### config.mk
export PLATFORM = sky130hd
export DESIGN_NAME = vibrator_pulse_controller_core
export DESIGN_NICKNAME = d
export VERILOG_FILES = /design/src/rtl/vpc_pkg.sv /design/src/rtl/vibrator_pulse_controller_core.sv
export SDC_FILE = /design/constraint.sdc
export NUM_CORES = 1
export LEC_CHECK = 0
export ABC_AREA = 1
export BUFFER_PORTS_ARGS = -buffer_cell sky130_fd_sc_hd__clkbuf_2
export CAP_MARGIN = 40
export CORE_MARGIN = 2
export CORE_UTILIZATION = 35
export CTS_CLUSTER_DIAMETER = 100
export DETAILED_ROUTE_END_ITERATION = 10
export SLEW_MARGIN = 15
export SYNTH_ARGS = -nofsm -noshare
export SYNTH_HDL_FRONTEND = slang
export SYNTH_SLANG_ARGS = --single-unit
### constraint.sdc
create_clock -name clk_i -period 7.4 [get_ports clk_i]
set_input_delay 1.48 -clock clk_i [delete_from_list [all_inputs] [get_ports clk_i]]
set_output_delay 1.48 -clock clk_i [all_outputs]
set_load 0.01 [all_outputs]
### src/rtl/vpc_pkg.sv
// Package for the vibrator pulse controller: opcode, status and register codes,
// reset values and default sizes shared by the core and its checker.
// No dependencies.
package vpc_pkg;

  // Default width of the pulse tick counter
  localparam int unsigned TickWidthDefault = 16;

  // Configuration field widths and reset values
  localparam int unsigned VoltWidth     = 3;
  localparam int unsigned MaxOnWidth    = 16;
  localparam logic [MaxOnWidth-1:0] MaxOnReset = 16'd5000;

  // APB port geometry: 32-bit data, three registers at byte addresses 0, 4, 8
  localparam int unsigned ApbAddrWidth  = 4;
  localparam int unsigned ApbDataWidth  = 32;

  typedef enum logic [1:0] {
    RegDriveVoltage = 2'd0,
    RegIdleVoltage  = 2'd1,
    RegMaxOnTicks   = 2'd2
  } reg_idx_e;

  typedef enum logic [2:0] {
    OpPlay     = 3'd0,
    OpTick     = 3'd1,
    OpSuspend  = 3'd2,
    OpResume   = 3'd3,
    OpClose    = 3'd4,
    OpTeardown = 3'd5
  } opcode_e;

  typedef enum logic [1:0] {
    StatusOk       = 2'd0,
    StatusShutDown = 2'd1,
    StatusBusy     = 2'd2
  } status_e;

endpackage

### src/rtl/vibrator_pulse_controller_core.sv
// Vibrator pulse controller core: input register, one-pass event logic and
// result register, plus the APB configuration registers.
// Depends on vpc_pkg.

// Usage
// -----
// Input channel (in_valid_i / in_stall_o) carries one event beat: opcode,
// strong and weak magnitude, and the access error flag of the output stage.
// Output channel (out_valid_o / out_stall_i) returns exactly one result beat
// per input beat: request status, motor power, applied voltage code, fault
// and pulse flags, all as they stand after the event.
// An accepted beat is captured in the input register; the event logic then
// runs on it, updates the controller state and loads the result register
// once the result register is free or being drained.
// Throughput is one beat per cycle unless the receiver stalls; the input
// register hands over to the result register whenever it is free or drained.
// When the receiver stalls, the result register holds its beat, the input
// register fills up behind it, and in_stall_o rises only when both are full.
// Reset (rst_ni low) clears every flag and the tick counter, sets the applied
// voltage code to zero, loads max_on_ticks with 5000 and drops both valids.
// Drive voltage, idle voltage and max on ticks registers are written over
// APB at 0, 4, 8 by the user, only while no beat is in flight; not enforced.
module vibrator_pulse_controller_core #(
  parameter int unsigned TICK_WIDTH = vpc_pkg::TickWidthDefault
) (
  input  logic                              clk_i,
  input  logic                              rst_ni,

  // APB configuration port
  input  logic                              psel,
  input  logic                              penable,
  input  logic                              pwrite,
  input  logic [vpc_pkg::ApbAddrWidth-1:0]  paddr,
  input  logic [vpc_pkg::ApbDataWidth-1:0]  pwdata,
  output logic [vpc_pkg::ApbDataWidth-1:0]  prdata,
  output logic                              pready,

  // Event input channel
  input  logic                              in_valid_i,
  output logic                              in_stall_o,
  input  logic [2:0]                        opcode_i,
  input  logic [15:0]                       strong_magnitude_i,
  input  logic [15:0]                       weak_magnitude_i,
  input  logic                              access_error_i,

  // Result output channel
  output logic                              out_valid_o,
  input  logic                              out_stall_i,
  output logic [1:0]                        status_o,
  output logic                              motor_on_o,
  output logic [vpc_pkg::VoltWidth-1:0]     voltage_out_o,
  output logic                              fault_latched_o,
  output logic                              pulse_busy_o
);

  localparam int unsigned VW   = vpc_pkg::VoltWidth;
  localparam int unsigned MW   = vpc_pkg::MaxOnWidth;
  // Wide enough to compare the register against the counter maximum
  localparam int unsigned LenW = (TICK_WIDTH > MW) ? TICK_WIDTH : MW;
  localparam logic [TICK_WIDTH-1:0] TickMax = {TICK_WIDTH{1'b1}};

  // ---------------------------------------------------------------------------
  // Configuration registers
  // ---------------------------------------------------------------------------
  logic [VW-1:0] drive_volt_q;
  logic [VW-1:0] idle_volt_q;
  logic [MW-1:0] max_on_q;
  logic          cfg_wr;
  logic [1:0]    cfg_idx;

  assign pready  = 1'b1;
  assign cfg_wr  = psel & penable & pwrite & pready;
  assign cfg_idx = paddr[3:2];

  always_ff @(posedge clk_i or negedge rst_ni) begin
    if (!rst_ni) begin
      drive_volt_q <= '0;
      idle_volt_q  <= '0;
      max_on_q     <= vpc_pkg::MaxOnReset;
    end else if (cfg_wr) begin
      unique case (cfg_idx)
        vpc_pkg::RegDriveVoltage: drive_volt_q <= pwdata[VW-1:0];
        vpc_pkg::RegIdleVoltage:  idle_volt_q  <= pwdata[VW-1:0];
        vpc_pkg::RegMaxOnTicks:   max_on_q     <= pwdata[MW-1:0];
        default: ;  // address beyond the register list: drop the write
      endcase
    end
  end

  always_comb begin
    unique case (cfg_idx)
      vpc_pkg::RegDriveVoltage: prdata = vpc_pkg::ApbDataWidth'(drive_volt_q);
      vpc_pkg::RegIdleVoltage:  prdata = vpc_pkg::ApbDataWidth'(idle_volt_q);
      vpc_pkg::RegMaxOnTicks:   prdata = vpc_pkg::ApbDataWidth'(max_on_q);
      default:                  prdata = '0;
    endcase
  end

  // Pulse length, saturated to the counter range
  logic [LenW-1:0]       max_on_ext;
  logic [TICK_WIDTH-1:0] pulse_len;

  assign max_on_ext = LenW'(max_on_q);
  assign pulse_len  = (max_on_ext > LenW'(TickMax)) ? TickMax
                                                    : max_on_ext[TICK_WIDTH-1:0];

  // ---------------------------------------------------------------------------
  // Handshake: input register feeds result register
  // ---------------------------------------------------------------------------
  logic in_vld_q;
  logic out_vld_q;
  logic advance;     // result register can take a beat this cycle
  logic step;        // input register beat is processed this cycle
  logic in_accept;

  assign advance    = ~out_vld_q | ~out_stall_i;
  assign step       = in_vld_q & advance;
  assign in_stall_o = in_vld_q & ~advance;
  assign in_accept  = in_valid_i & ~in_stall_o;

  always_ff @(posedge clk_i or negedge rst_ni) begin
    if (!rst_ni) begin
      in_vld_q  <= 1'b0;
      out_vld_q <= 1'b0;
    end else begin
      if (in_accept) begin
        in_vld_q <= 1'b1;
      end else if (step) begin
        in_vld_q <= 1'b0;
      end
      if (advance) begin
        out_vld_q <= in_vld_q;
      end
    end
  end

  // Input payload register
  logic [2:0] opcode_q;
  logic       turn_on_q;
  logic       err_q;

  always_ff @(posedge clk_i) begin
    if (in_accept) begin
      opcode_q  <= opcode_i;
      turn_on_q <= (strong_magnitude_i != '0) | (weak_magnitude_i != '0);
      err_q     <= access_error_i;
    end
  end

  // ---------------------------------------------------------------------------
  // Controller state
  // ---------------------------------------------------------------------------
  logic                  pulse_q,   pulse_d;
  logic                  req_q,     req_d;
  logic                  susp_q,    susp_d;
  logic                  tdown_q,   tdown_d;
  logic                  fault_q,   fault_d;
  logic                  owned_q,   owned_d;
  logic                  pon_q,     pon_d;
  logic [TICK_WIDTH-1:0] ticks_q,   ticks_d;
  logic [VW-1:0]         volt_q,    volt_d;
  logic [1:0]            status_d;

  logic do_apply;
  logic do_force;
  logic fault_set;
  logic run_ok;
  logic blocked;

  assign blocked = tdown_q | susp_q | fault_q;
  assign run_ok  = pulse_q & req_q & ~susp_q & ~tdown_q & ~fault_q;

  always_comb begin
    pulse_d   = pulse_q;
    req_d     = req_q;
    susp_d    = susp_q;
    tdown_d   = tdown_q;
    fault_d   = fault_q;
    owned_d   = owned_q;
    pon_d     = pon_q;
    ticks_d   = ticks_q;
    volt_d    = volt_q;
    status_d  = vpc_pkg::StatusOk;
    do_apply  = 1'b0;
    do_force  = 1'b0;
    fault_set = 1'b0;

    // Phase one: decode the event
    unique case (opcode_q)
      vpc_pkg::OpPlay: begin
        if (blocked) begin
          status_d = vpc_pkg::StatusShutDown;
        end else if (turn_on_q) begin
          if (pulse_q) begin
            status_d = vpc_pkg::StatusBusy;
          end else begin
            pulse_d  = 1'b1;
            req_d    = 1'b1;
            ticks_d  = pulse_len;
            do_apply = 1'b1;
          end
        end else if (pulse_q) begin
          // zero magnitude ends the running pulse
          req_d    = 1'b0;
          do_apply = 1'b1;
        end
      end
      vpc_pkg::OpTick: begin
        if (run_ok) begin
          if (ticks_q != '0) begin
            ticks_d = ticks_q - TICK_WIDTH'(1);
          end
          if (ticks_d == '0) begin
            req_d    = 1'b0;
            do_apply = 1'b1;
          end
        end
      end
      vpc_pkg::OpSuspend: begin
        susp_d   = 1'b1;
        do_force = 1'b1;
      end
      vpc_pkg::OpResume: begin
        if (!tdown_q && !fault_q) begin
          susp_d = 1'b0;
        end
      end
      vpc_pkg::OpClose: begin
        do_force = 1'b1;
      end
      vpc_pkg::OpTeardown: begin
        if (!tdown_q) begin
          tdown_d  = 1'b1;
          do_force = 1'b1;
        end
      end
      default: ;
    endcase

    // Phase two: drive the output stage on or off
    if (do_apply && pulse_d && req_d && !susp_d && !tdown_d && !fault_d &&
        (ticks_d != '0)) begin
      if (!owned_d) begin
        if (pon_d || err_q) begin
          fault_set = 1'b1;
        end else begin
          pon_d   = 1'b1;
          owned_d = 1'b1;
          volt_d  = drive_volt_q;
        end
      end
    end else if (do_apply || do_force) begin
      req_d = 1'b0;
      if (pon_d && err_q) begin
        fault_set = 1'b1;
      end else begin
        if (pon_d) begin
          pon_d   = 1'b0;
          owned_d = 1'b0;
          volt_d  = idle_volt_q;
        end
        pulse_d = 1'b0;
      end
    end

    // Phase three: a failed switch latches the fault and forces off
    if (fault_set) begin
      fault_d = 1'b1;
      req_d   = 1'b0;
      pulse_d = 1'b0;
      pon_d   = 1'b0;
      owned_d = 1'b0;
      volt_d  = idle_volt_q;
    end
  end

  always_ff @(posedge clk_i or negedge rst_ni) begin
    if (!rst_ni) begin
      pulse_q <= 1'b0;
      req_q   <= 1'b0;
      susp_q  <= 1'b0;
      tdown_q <= 1'b0;
      fault_q <= 1'b0;
      owned_q <= 1'b0;
      pon_q   <= 1'b0;
      ticks_q <= '0;
      volt_q  <= '0;
    end else if (step) begin
      pulse_q <= pulse_d;
      req_q   <= req_d;
      susp_q  <= susp_d;
      tdown_q <= tdown_d;
      fault_q <= fault_d;
      owned_q <= owned_d;
      pon_q   <= pon_d;
      ticks_q <= ticks_d;
      volt_q  <= volt_d;
    end
  end

  // Result register: load the post-event view of the controller
  logic [1:0]    res_status_q;
  logic          res_motor_q;
  logic [VW-1:0] res_volt_q;
  logic          res_fault_q;
  logic          res_busy_q;

  always_ff @(posedge clk_i) begin
    if (step) begin
      res_status_q <= status_d;
      res_motor_q  <= pon_d;
      res_volt_q   <= volt_d;
      res_fault_q  <= fault_d;
      res_busy_q   <= pulse_d;
    end
  end

  assign out_valid_o     = out_vld_q;
  assign status_o        = res_status_q;
  assign motor_on_o      = res_motor_q;
  assign voltage_out_o   = res_volt_q;
  assign fault_latched_o = res_fault_q;
  assign pulse_busy_o    = res_busy_q;

endmodule

Word level (Yosys, flattened, before mapping)
Cells that the tools add are included.
Operators by class
  order comparisons: 1
  $add $sub $neg: 1
  mux-type cells: 70
  bitwise logic cells: 22
  reduce and logical (&&, ||, !) cells: 30
  equality and inequality tests: 8
Operators by type and width (number)
  $mux 16: 8
  $reduce_bool 16->1: 4
  $mux 1: 48
  $pmux 16 s3: 1
  $pmux 16 s2: 1
  $mux 3: 7
  $gt 16x16->1 const B: 1
  $logic_not 16->1: 1
  $sub 16x1->16 const B: 1
  $and 1x1->1: 9
  $not 1->1: 9
  $logic_and 1x1->1: 8
  $pmux 1 s2: 4
  $eq 3x2->1 const B: 2
  $eq 3x3->1 const B: 2
  $reduce_and 2->1: 3
  $reduce_bool 3->1: 2
  $logic_not 1->1: 4
  $or 1x1->1: 4
  $reduce_and 4->1: 1
  $eq 3x1->1 const B: 1
  $logic_not 3->1: 1
  $ne 3x3->1 const B: 1
  $reduce_or 3->1: 1
  7 further kinds: 8
Storage, ports and cells
  bits of input ports: 79
  flip-flop bits (word level): 63

Logic depth before layout (Yosys ltp)
Gate-level depths: netlist of run 1.
  depth after elaboration: 19
  gate-level depth with buffers: 22
  mapped depth without buffers: 22

Worst setup path after synthesis of run 1
OpenSTA, ideal clock, no wires.
  kind: in2out
  from: in paddr[2] (netlist name)
  to: out prdata[11] (netlist name)
  data required time: 5.920 ns
  slack: 3.870 ns
  stages on the path: 4
  arrival: 2.050 ns
  path buffers: 1
  cell sequence: inv_1 nand2_1 clkbuf_1 nor2_1
On the way
  longest elaborated chain between the ends: 2
Ends and longest elaborated chain
  from (decl): RTL line vibrator_pulse_controller_core.sv:33  | input logic [vpc_pkg::ApbAddrWidth-1:0] paddr,
  $eq 2x2->1 (tied with other cells): RTL line vibrator_pulse_controller_core.sv:91  | unique case (cfg_idx)
  $pmux 16 s3 *: RTL line vibrator_pulse_controller_core.sv:91
  to (decl): RTL line vibrator_pulse_controller_core.sv:35  | output logic [vpc_pkg::ApbDataWidth-1:0] prdata,
Mark *: on every way between the ends. The rest lies on a longest branch, timed or not.

Worst setup path after layout of run 1
  from: in paddr[2] (netlist name)
  to: out prdata[1] (netlist name)
Same word-level chain as after synthesis.

==> summary.txt, run 1 <==
Timing
  • Hold Violations, Final: 0
  • Fmax: between 200 and 300 MHz
  • Worst-margin pin slew: between 600 and 700 ps
  • Max-slew headroom: 0.5562
  • Clk_skew: 7.438 ps
  • Period utilization: 0.5376
  • WHS: roughly 490 ps
  • Final setup violation count: 0
  • RSZ-0062 raised after global routing: no
  • Tmin final: ~4000 ps
  • Sum Neg Setup Slack: 0 ps
  • Setup ws final: between 3000 and 4000 ps
  • Slew Viols, Final: 0

Floorplan
  • # IOs: 122
  • Core area: around 0.013 mm2
  • Die area: 0.01365 mm2
  • FP Rows: between 40 and 50
  • Die Ht: between 100 and 150 um
  • Initial core utilization: 0.3561
  • Die width: 116.8 um

Clock network
  • CTS tree: done
  • Clk_lat worst skew: 340 ps
  • Htree depth: 3
  • Max Buffers Root-to-Sink: 2
  • Root buffer cell: clkbuf_16
  • CTS clock-pin slew for the worst setup and hold paths: approximately 50 ps
  • Post_cts resized: 0
  • TritonCTS Buffers: 9
  • Clk sinks: 63
  • CTS Hold Bufs: 0
  • Postcts setup bufs: 0

Power
  • Maximum VDD drop: approximately 0.00018 V
  • Leakage: 0.002681 uW
  • Power Dens Cells: approximately 360 mW/mm2

Drt
  • WL final: 12340 um
  • DR DRC count: 0
  • Vias: about 4400
  • Post-route ant nets: 0
  • Wire per inst: about 14 um
  • Vias/cell: 4.888
  • DRT iter0 DRCs: between 200 and 300
  • Drt pass-1 iters: 5

Place
  • Placer congestion estimate: 0.9145
  • Dpl ws: around 3400 ps
  • Placed Area: around 0.005 mm2
  • Port Buffer Count: 86
  • HPWL after DPL: roughly 9400 um

Critical path
  • Crit path required time: about 6000 ps
  • Worst Setup End Kind: output port
  • CP Data Arrival Time: approximately 2500 ps
  • Crit Path Category: primary input to output port
  • Crit start category: primary input
  • Worst-path fanout max: 16

Finish
  • Area delta synth->final: 18.95%
  • Nets: 807
  • Multi-input logic area: 0.002372 mm2
  • Fillers: roughly 1300
  • ANT cells: 0
  • FF/Latch Area: about 0.0016 mm2
  • Share of layout cells above drive strength 1: 0.2247
  • Post-route cell area: 0.005301 mm2

Logic synthesis
  • Top cells by area, synth: dfrtp_1 25%, nand2_1 15%, edfxtp_1 8.8%, nor2_1 5.9%, inv_1 5.6%
  • Main synth FF type: dfrtp_1
  • Largest area contributor in the netlist: dfrtp_1
  • Most common cell in the netlist: nand2_1
  • EDFF count, synth: 13
  • Syn avg cell area: approximately 7 um2
  • Post-synthesis cell area: around 0.0045 mm2
  • Post-synthesis sequential area ratio: 0.3697
  • Netlist cell types: 42
  • Share of synthesized registers carrying an async set or reset: 0.7937
  • Yosys top cell area share: 0.2527
  • Synth Instances: 641
  • Ys Warns: 0
  • FF+latch count, synth: 63
  • Commonest cells in the netlist: 178 x nand2_1, 70 x nor2_1, 66 x inv_1

Status
  • Status: completed

Run
  • Max_cap viols: 0

Global routing
  • Largest net degree at the start of global routing: 51
  • Total global-route track usage: 0.1891
  • Vias in the first global route: 4022
  • Initial antenna violation count: 0
  • First-pass GRT wire length: approximately 20000 um
  • GR Overflow Total: 0

Hold path
  • Hold Crit Class: register to register
==> state kept, by name, indices dropped and copies added, names as in the netlist, 2 cells and up <==
name,cells
max_on_ext,16
ticks_q,16
idle_volt_q,3
status_o,2
opcode_q,3
voltage_out_o,3
volt_q,3
drive_volt_q,3
==> placed cells by master (no fill, tap or decap), types with 2 or more instances in the layout <==
cell type,instances
a21oi_1,47
a22oi_1,4
a31oi_1,2
buf_8,2
clkbuf_16,9
clkbuf_2,86
clkbuf_8,3
clkinv_2,2
conb_1,17
dfrtp_1,45
dfstp_2,5
edfxtp_1,13
ha_1,3
inv_1,66
inv_2,6
inv_4,2
nand2_1,178
nand2_2,15
nand2_4,2
nand3_1,33
nand3_2,5
nand3_4,2
nand3b_1,3
nand4_1,9
nor2_1,70
nor2_2,10
nor2_4,8
nor3_1,3
nor4_1,9
o211ai_1,4
o21ai_0,39
o21ai_1,5
o21bai_1,2
o22ai_1,8
or2_2,2
==> final timing paths <==
path	cells after the start	endpoint	slack [ps]	start
worst max-delay path	5	prdata[1]	3420	paddr[2]
worst min-delay path	2	max_on_ext[9]$_DFFE_PN1P_	490	max_on_ext[9]$_DFFE_PN1P_
worst max register to register	17	voltage_out_o[2]$_DFFE_PP_	4060	opcode_q[2]$_DFFE_PP_
worst min register to register	2	max_on_ext[9]$_DFFE_PN1P_	490	max_on_ext[9]$_DFFE_PN1P_
max in group asynchronous	2	owned_q$_DFFE_PN0P_	5690	rst_ni
min in group asynchronous	2	max_on_ext[10]$_DFFE_PN0P_	1260	rst_ni
==> kinds of logic after synthesis <==
family | after synthesis | share of synthesized area
AO/OA/AOI/OAI | 114 | 0.1384
XOR/XNOR | 1 | 0.001966
adder cells (fa/ha/maj) | 3 | 0.008423
buffers and inverters | 106 | 0.1106
flip-flops | 63 | 0.3697
other | 2 | 0.001685
AND/OR/NAND/NOR | 352 | 0.3692
==> critical path, cell delays in order <==
cell and delay, ps:
clkbuf_2 90, inv_1 60, nand2_1 340, o211ai_1 350, clkbuf_2 170
==> cell type report <==
type                       instances  share of cell area
clock buffer                      13             0.05098
clock inverter                     3            0.003304
tap                              172             0.04059
inverter                          74             0.05334
multi-input combinational        487              0.4475
timing repair buffer              90             0.09346
sequential                        63              0.3108
==> per-layer routing <==
metal  global-route usage  up-vias  share of wire
met4              0.07373        0          0.025
met3              0.03296       22          0.048
met2               0.2855      127           0.45
met5                    0        -              0
met1               0.2707     2031           0.48
li1                     -     2229              -
==> power breakdown <==
part	internal, uW	switching, uW	total [uW]	leakage [uW]
Combinational	314	651	964	0.00180
Clock	253	152	405	0.000142
Sequential	447	97.2	545	0.000740
==> stage by stage <==
step,util,cells,total power [uW]
finish,0.4235,902,1914
global route,0.4235,902,2089
CTS,0.4235,902,1913
detailed placement,0.4005,886,1499
global placement,0.3959,883,1476
floorplan,-,656,1258
No activity file was read; power rests on OpenSTA's default activity.
==> run 2: changes to the inputs <==
==> constraint.sdc (replaced) <==
create_clock -name clk_i -period 3.6 [get_ports clk_i]
set_input_delay 0.72 -clock clk_i [delete_from_list [all_inputs] [get_ports clk_i]]
set_output_delay 0.72 -clock clk_i [all_outputs]
set_load 0.01 [all_outputs]
==> run 2 against run 1 <==
Compared with the run above:
- largest cell class unchanged
- clock power rose by 150%
- non-clock buffer count up 3
- critical path type is now register to register
- wire length grew 0.18%
- register-to-register slack lost 3600 ps
- count of clock-buffer cells in the layout up 1
==> summary.txt, run 2 (synthesized netlist as in run 1, its figures left out) <==
Floorplan
  • # IOs: 122
  • Core area: ~0.013 mm2
  • FP Rows: 41
  • Initial core utilization: 0.3561
  • Die width: roughly 120 um
  • Die area: between 0.01 and 0.015 mm2
  • Die Ht: 116.8 um

Critical path
  • Worst Setup End Kind: register
  • CP Data Arrival Time: 3220 ps
  • Highest cell delay on the worst timing path: ~490 ps
  • Crit Path Category: register to register
  • Crit path required time: 3690 ps
  • Crit path top cell by count: nand2_2
  • Crit start category: register
  • Worst-path cell chain: nor2_2 -> nand2_2 -> nor2_4 -> nand2_2 -> nand2_2 -> inv_2 -> a21oi_1 -> nand2_1 -> nor2_1 -> nand3_1 -> nor2_2 -> nand3_4 -> nand3_2 -> nand2_4 -> nand2_8 -> nand2_1 -> and2_1
  • Worst-path fanout max: 11
  • Crit-path slowest cell: edfxtp_1
  • Flop2flop setup slack: 470 ps

Finish
  • ANT cells: 0
  • Final cell count without fillers: about 910
  • Most frequent cells in the layout: 178 x nand2_1, 86 x clkbuf_2, 70 x nor2_1
  • Commonest non-fill, non-tap cell in the layout: nand2_1
  • Share of layout cells above drive strength 1: 0.2265
  • Area delta synth->final: 19.96%
  • Nets: between 800 and 900

Drt
  • DRT iter0 DRCs: ~240
  • WL final: between 10000 and 15000 um
  • Post-route ant nets: 0
  • Wire per inst: 13.66 um
  • Vias: around 4400
  • DR DRC count: 0
  • Vias/cell: 4.869
  • Drt pass-1 iters: 5

Clock network
  • Clk sinks: 63
  • Clk_lat worst skew: roughly 340 ps
  • Post_cts resized: 0
  • Root buffer cell: clkbuf_16
  • Postcts setup bufs: 0
  • TritonCTS Buffers: 9
  • Htree depth: 3
  • CTS Hold Bufs: 0
  • CTS clock-pin slew for the worst setup and hold paths: roughly 50 ps
  • Max Buffers Root-to-Sink: 2
  • CTS tree: done

Power
  • Leakage: 0.002708 uW
  • Maximum VDD drop: 0.0003357 V
  • Power Dens Cells: between 700 and 800 mW/mm2

Global routing
  • Initial antenna violation count: 0
  • Total global-route track usage: 0.1849
  • GR Overflow Total: 0
  • Vias in the first global route: between 3000 and 4000
  • First-pass GRT wire length: slightly below 20000 um
  • Largest net degree at the start of global routing: 33

Status
  • Status: completed

Timing
  • Hold Violations, Final: 0
  • Final setup violation count: 0
  • Setup ws final: 472.7 ps
  • Clk_skew: 4.782 ps
  • Max-slew headroom: 0.5544
  • Fmax: approximately 320 MHz
  • Tmin final: approximately 3100 ps
  • Slew Viols, Final: 0
  • Period utilization: 0.8687
  • RSZ-0062 raised after global routing: no
  • Sum Neg Setup Slack: 0 ps
  • Worst-margin pin slew: between 600 and 700 ps

Hold path
  • Hold Crit Class: primary input to asynchronous set/reset pin

Place
  • Port Buffer Count: 86
  • Dpl ws: approximately 530 ps
  • HPWL after DPL: about 9400 um
  • Placed insts: approximately 890
  • Placer congestion estimate: roughly 0.94

Run
  • Max_cap viols: 0
==> run 2: path summary, 6_finish.rpt <==
kind | to | cells past startpoint | startpoint
setup reg to reg | voltage_out_o[2]$_DFFE_PP_ | 17 | opcode_q[2]$_DFFE_PP_
min in group clk_i | max_on_ext[1]$_DFFE_PN0P_ | 2 | max_on_ext[1]$_DFFE_PN0P_
max in group asynchronous | max_on_ext[7]$_DFFE_PN1P_ | 2 | rst_ni
hold reg to reg | max_on_ext[1]$_DFFE_PN0P_ | 2 | max_on_ext[1]$_DFFE_PN0P_
hold / removal | max_on_ext[10]$_DFFE_PN0P_ | 1 | rst_ni
setup / recovery | voltage_out_o[2]$_DFFE_PP_ | 17 | opcode_q[2]$_DFFE_PP_
==> run 2: cell type report <==
type	count	area (um2)
fillers	1331	7171
inverters	74	282.8
repair buffers	93	483.0
flip-flops and latches	63	1648
well taps	172	215.2
clock buffers	14	285.3
clock inverters	2	60.06
multi-input cells	487	2372
==> run 2: critical path, delay by kind of cell (launching register included) <==
kind	cells	cell delay, ps
AOI/OAI and AO/OA	1	160
buffers and inverters	1	120
DFF	1	490
and+or+nand+nor	15	2110
==> run 2: power by group <==
group,switching [uW],internal [uW],leakage (uW)
clock,314,686,0.000168
sequential,206,920,0.000740
combinational,1320,639,0.00180
==> run 2: layer usage <==
layer  GRT usage  share of wire  vias to the layer above
li1            -              -                     2234
met1      0.2657           0.48                     2011
met2      0.2709           0.44                      141
met3     0.04634          0.058                       20
met4     0.06431          0.023                        0
met5           0              0                        -
==> run 2: through the flow <==
stage	hold WS [ps]	cell area (um2)	power [uW]	util
finish	392.7	5346	4084	0.4271
global placement	471.5	5001	3038	0.3995
detailed placement	481.2	5001	3067	0.3995
global route	435.6	5346	4443	0.4271
CTS	411.2	5346	4094	0.4271
floorplan	424.4	4513	2587	-
==> run 3: changes to the inputs <==
--- a/config.mk
+++ b/config.mk
@@ -12,6 +12,7 @@
 export CORE_UTILIZATION = 35
 export CTS_CLUSTER_DIAMETER = 100
 export DETAILED_ROUTE_END_ITERATION = 10
+export PLACE_DENSITY = 0.63
 export SLEW_MARGIN = 15
 export SYNTH_ARGS = -nofsm -noshare
 export SYNTH_HDL_FRONTEND = slang
==> run 3 against run 2 <==
Compared with the run above:
- final cell count decreased by 0.11%
- total power shrank 0.45%
- count of clock-buffer cells in the layout down 3
==> summary.txt, run 3 (synthesized netlist as in run 1, its figures left out) <==
Place
  • Dpl ws: slightly below 600 ps
  • Placed Area: around 0.0050 mm2
  • HPWL after DPL: around 9000 um
  • Placer congestion estimate: 0.9141
  • Port Buffer Count: 86

Drt
  • Vias: roughly 4400
  • DR DRC count: 0
  • Drt pass-1 iters: 5
  • DRT iter0 DRCs: around 300
  • Wire per inst: 13.30 um
  • Post-route ant nets: 0
  • WL final: ~12000 um
  • Vias/cell: ~4.8

Floorplan
  • # IOs: about 120
  • Core area: ~0.013 mm2
  • Die width: 116.8 um
  • Die Ht: around 120 um
  • FP Rows: 41
  • Initial core utilization: 0.3561
  • Die area: roughly 0.014 mm2

Global routing
  • Vias in the first global route: around 4000
  • Global route hottest layer: met2
  • M3 GR Usage: 0.03141
  • First-pass GRT wire length: 19820 um
  • Met1 usage: 0.2651
  • GR Overflow Total: 0
  • Initial antenna violation count: 0
  • Largest net degree at the start of global routing: 33
  • Total global-route track usage: 0.1861
  • Global Route met2 Usage: 0.2790

Finish
  • Nets: between 800 and 900
  • Fillers: roughly 1400
  • Share of layout cells above drive strength 1: 0.2268
  • Most frequent cells in the layout: 178 x nand2_1, 86 x clkbuf_2, 70 x nor2_1
  • Area delta synth->final: 19.71%
  • FF/Latch Area: between 0.0015 and 0.002 mm2
  • Post-route cell area: between 0.005 and 0.006 mm2
  • Multi-input logic area: approximately 0.0024 mm2
  • Commonest non-fill, non-tap cell in the layout: nand2_1
  • ANT cells: 0

Clock network
  • Max Buffers Root-to-Sink: 2
  • Post_cts resized: 0
  • CTS tree: done
  • TritonCTS Buffers: 9
  • CTS Hold Bufs: 0
  • Postcts setup bufs: 0
  • CTS clock-pin slew for the worst setup and hold paths: 50 ps
  • Clk_lat worst skew: about 340 ps
  • Root buffer cell: clkbuf_16
  • Htree depth: 3
  • Clk sinks: 63

Critical path
  • Crit start category: register
  • Crit Path Category: register to register
  • Worst-path fanout max: 14
  • CP Data Arrival Time: approximately 3200 ps
  • Worst Setup End Kind: register
  • Crit path required time: about 3700 ps

Timing
  • WHS: between 300 and 400 ps
  • RSZ-0062 raised after global routing: no
  • Tmin final: just over 3000 ps
  • Final setup violation count: 0
  • Worst-margin pin slew: 624.3 ps
  • Period utilization: 0.8581
  • Sum Neg Setup Slack: 0 ps
  • Fmax: roughly 320 MHz
  • Clk_skew: 6.655 ps
  • Max-slew headroom: 0.5828
  • Hold Violations, Final: 0
  • Setup ws final: approximately 500 ps
  • Slew Viols, Final: 0

Status
  • Status: completed

Hold path
  • Hold Crit Class: primary input to asynchronous set/reset pin

Power
  • Maximum VDD drop: 0.0003155 V
  • Leakage: ~0.0027 uW
  • Power Dens Cells: approximately 760 mW/mm2

Run
  • Max_cap viols: 0
==> run 3: cell types whose count changed in the layout (fill, tap and decap cells not counted) <==
cell	change
clkbuf_1	-2
buf_4	-1
clkbuf_8	-1
clkinv_1	+1
clkinv_2	+1
clkinv_4	+1
==> run 3: path summary, 6_finish.rpt <==
path                       slack, ps                       from  depth (start not counted)                    endpoint
max                              510     ticks_q[1]$_DFFE_PN0P_                         16  voltage_out_o[2]$_DFFE_PP_
min                              330                     rst_ni                          1  max_on_ext[11]$_DFFE_PN0P_
max reg2reg                      510     ticks_q[1]$_DFFE_PN0P_                         16  voltage_out_o[2]$_DFFE_PP_
min reg2reg                      490  max_on_ext[9]$_DFFE_PN1P_                          2   max_on_ext[9]$_DFFE_PN1P_
max in group asynchronous       2430                     rst_ni                          2   max_on_ext[7]$_DFFE_PN1P_
min in group clk_i               490  max_on_ext[9]$_DFFE_PN1P_                          2   max_on_ext[9]$_DFFE_PN1P_
==> run 3: layout make-up <==
| type | count | area share |
|---|---|---|
| clock buffers | 11 | 0.04948 |
| clock inverters | 5 | 0.01454 |
| inverters | 74 | 0.05300 |
| multi-input cells | 487 | 0.4447 |
| flip-flops and latches | 63 | 0.3089 |
| well taps | 172 | 0.04034 |
| repair buffers | 92 | 0.08912 |
==> run 3: critical path, cell delays in order (launching register included) <==
cell	delay, ps
dfrtp_1	430
inv_1	160
ha_1	200
nand2_1	70
nor2_2	120
nand2_2	200
nand2_1	210
nand2_1	70
a21oi_1	160
nand2_1	80
nor2_1	330
nand3_4	180
nand3_2	200
nand2_4	100
nand2_8	100
nand2_1	80
and2_1	140
==> run 3: report_power, final <==
| part | leakage [uW] | internal (uW) | switching (uW) |
|---|---|---|---|
| clock | 0.000168 | 664 | 331 |
| combinational | 0.00179 | 636 | 1310 |
| sequential | 0.000740 | 919 | 204 |
| total | 0.00270 | 2220 | 1850 |
==> run 3: metal layers <==
layer  vias up  wire [um]
met2       143       5190
met4         0        300
met3        24        658
met1      1974       5875
li1       2232          -
met5         -          0
==> run 3: stage by stage <==
stage	util	instances	total power, uW
global route	0.4262	904	4420
finish	0.4262	904	4065
detailed placement	0.3989	888	3034
CTS	0.4262	904	4047
global placement	0.3989	888	3027
floorplan	-	656	2587
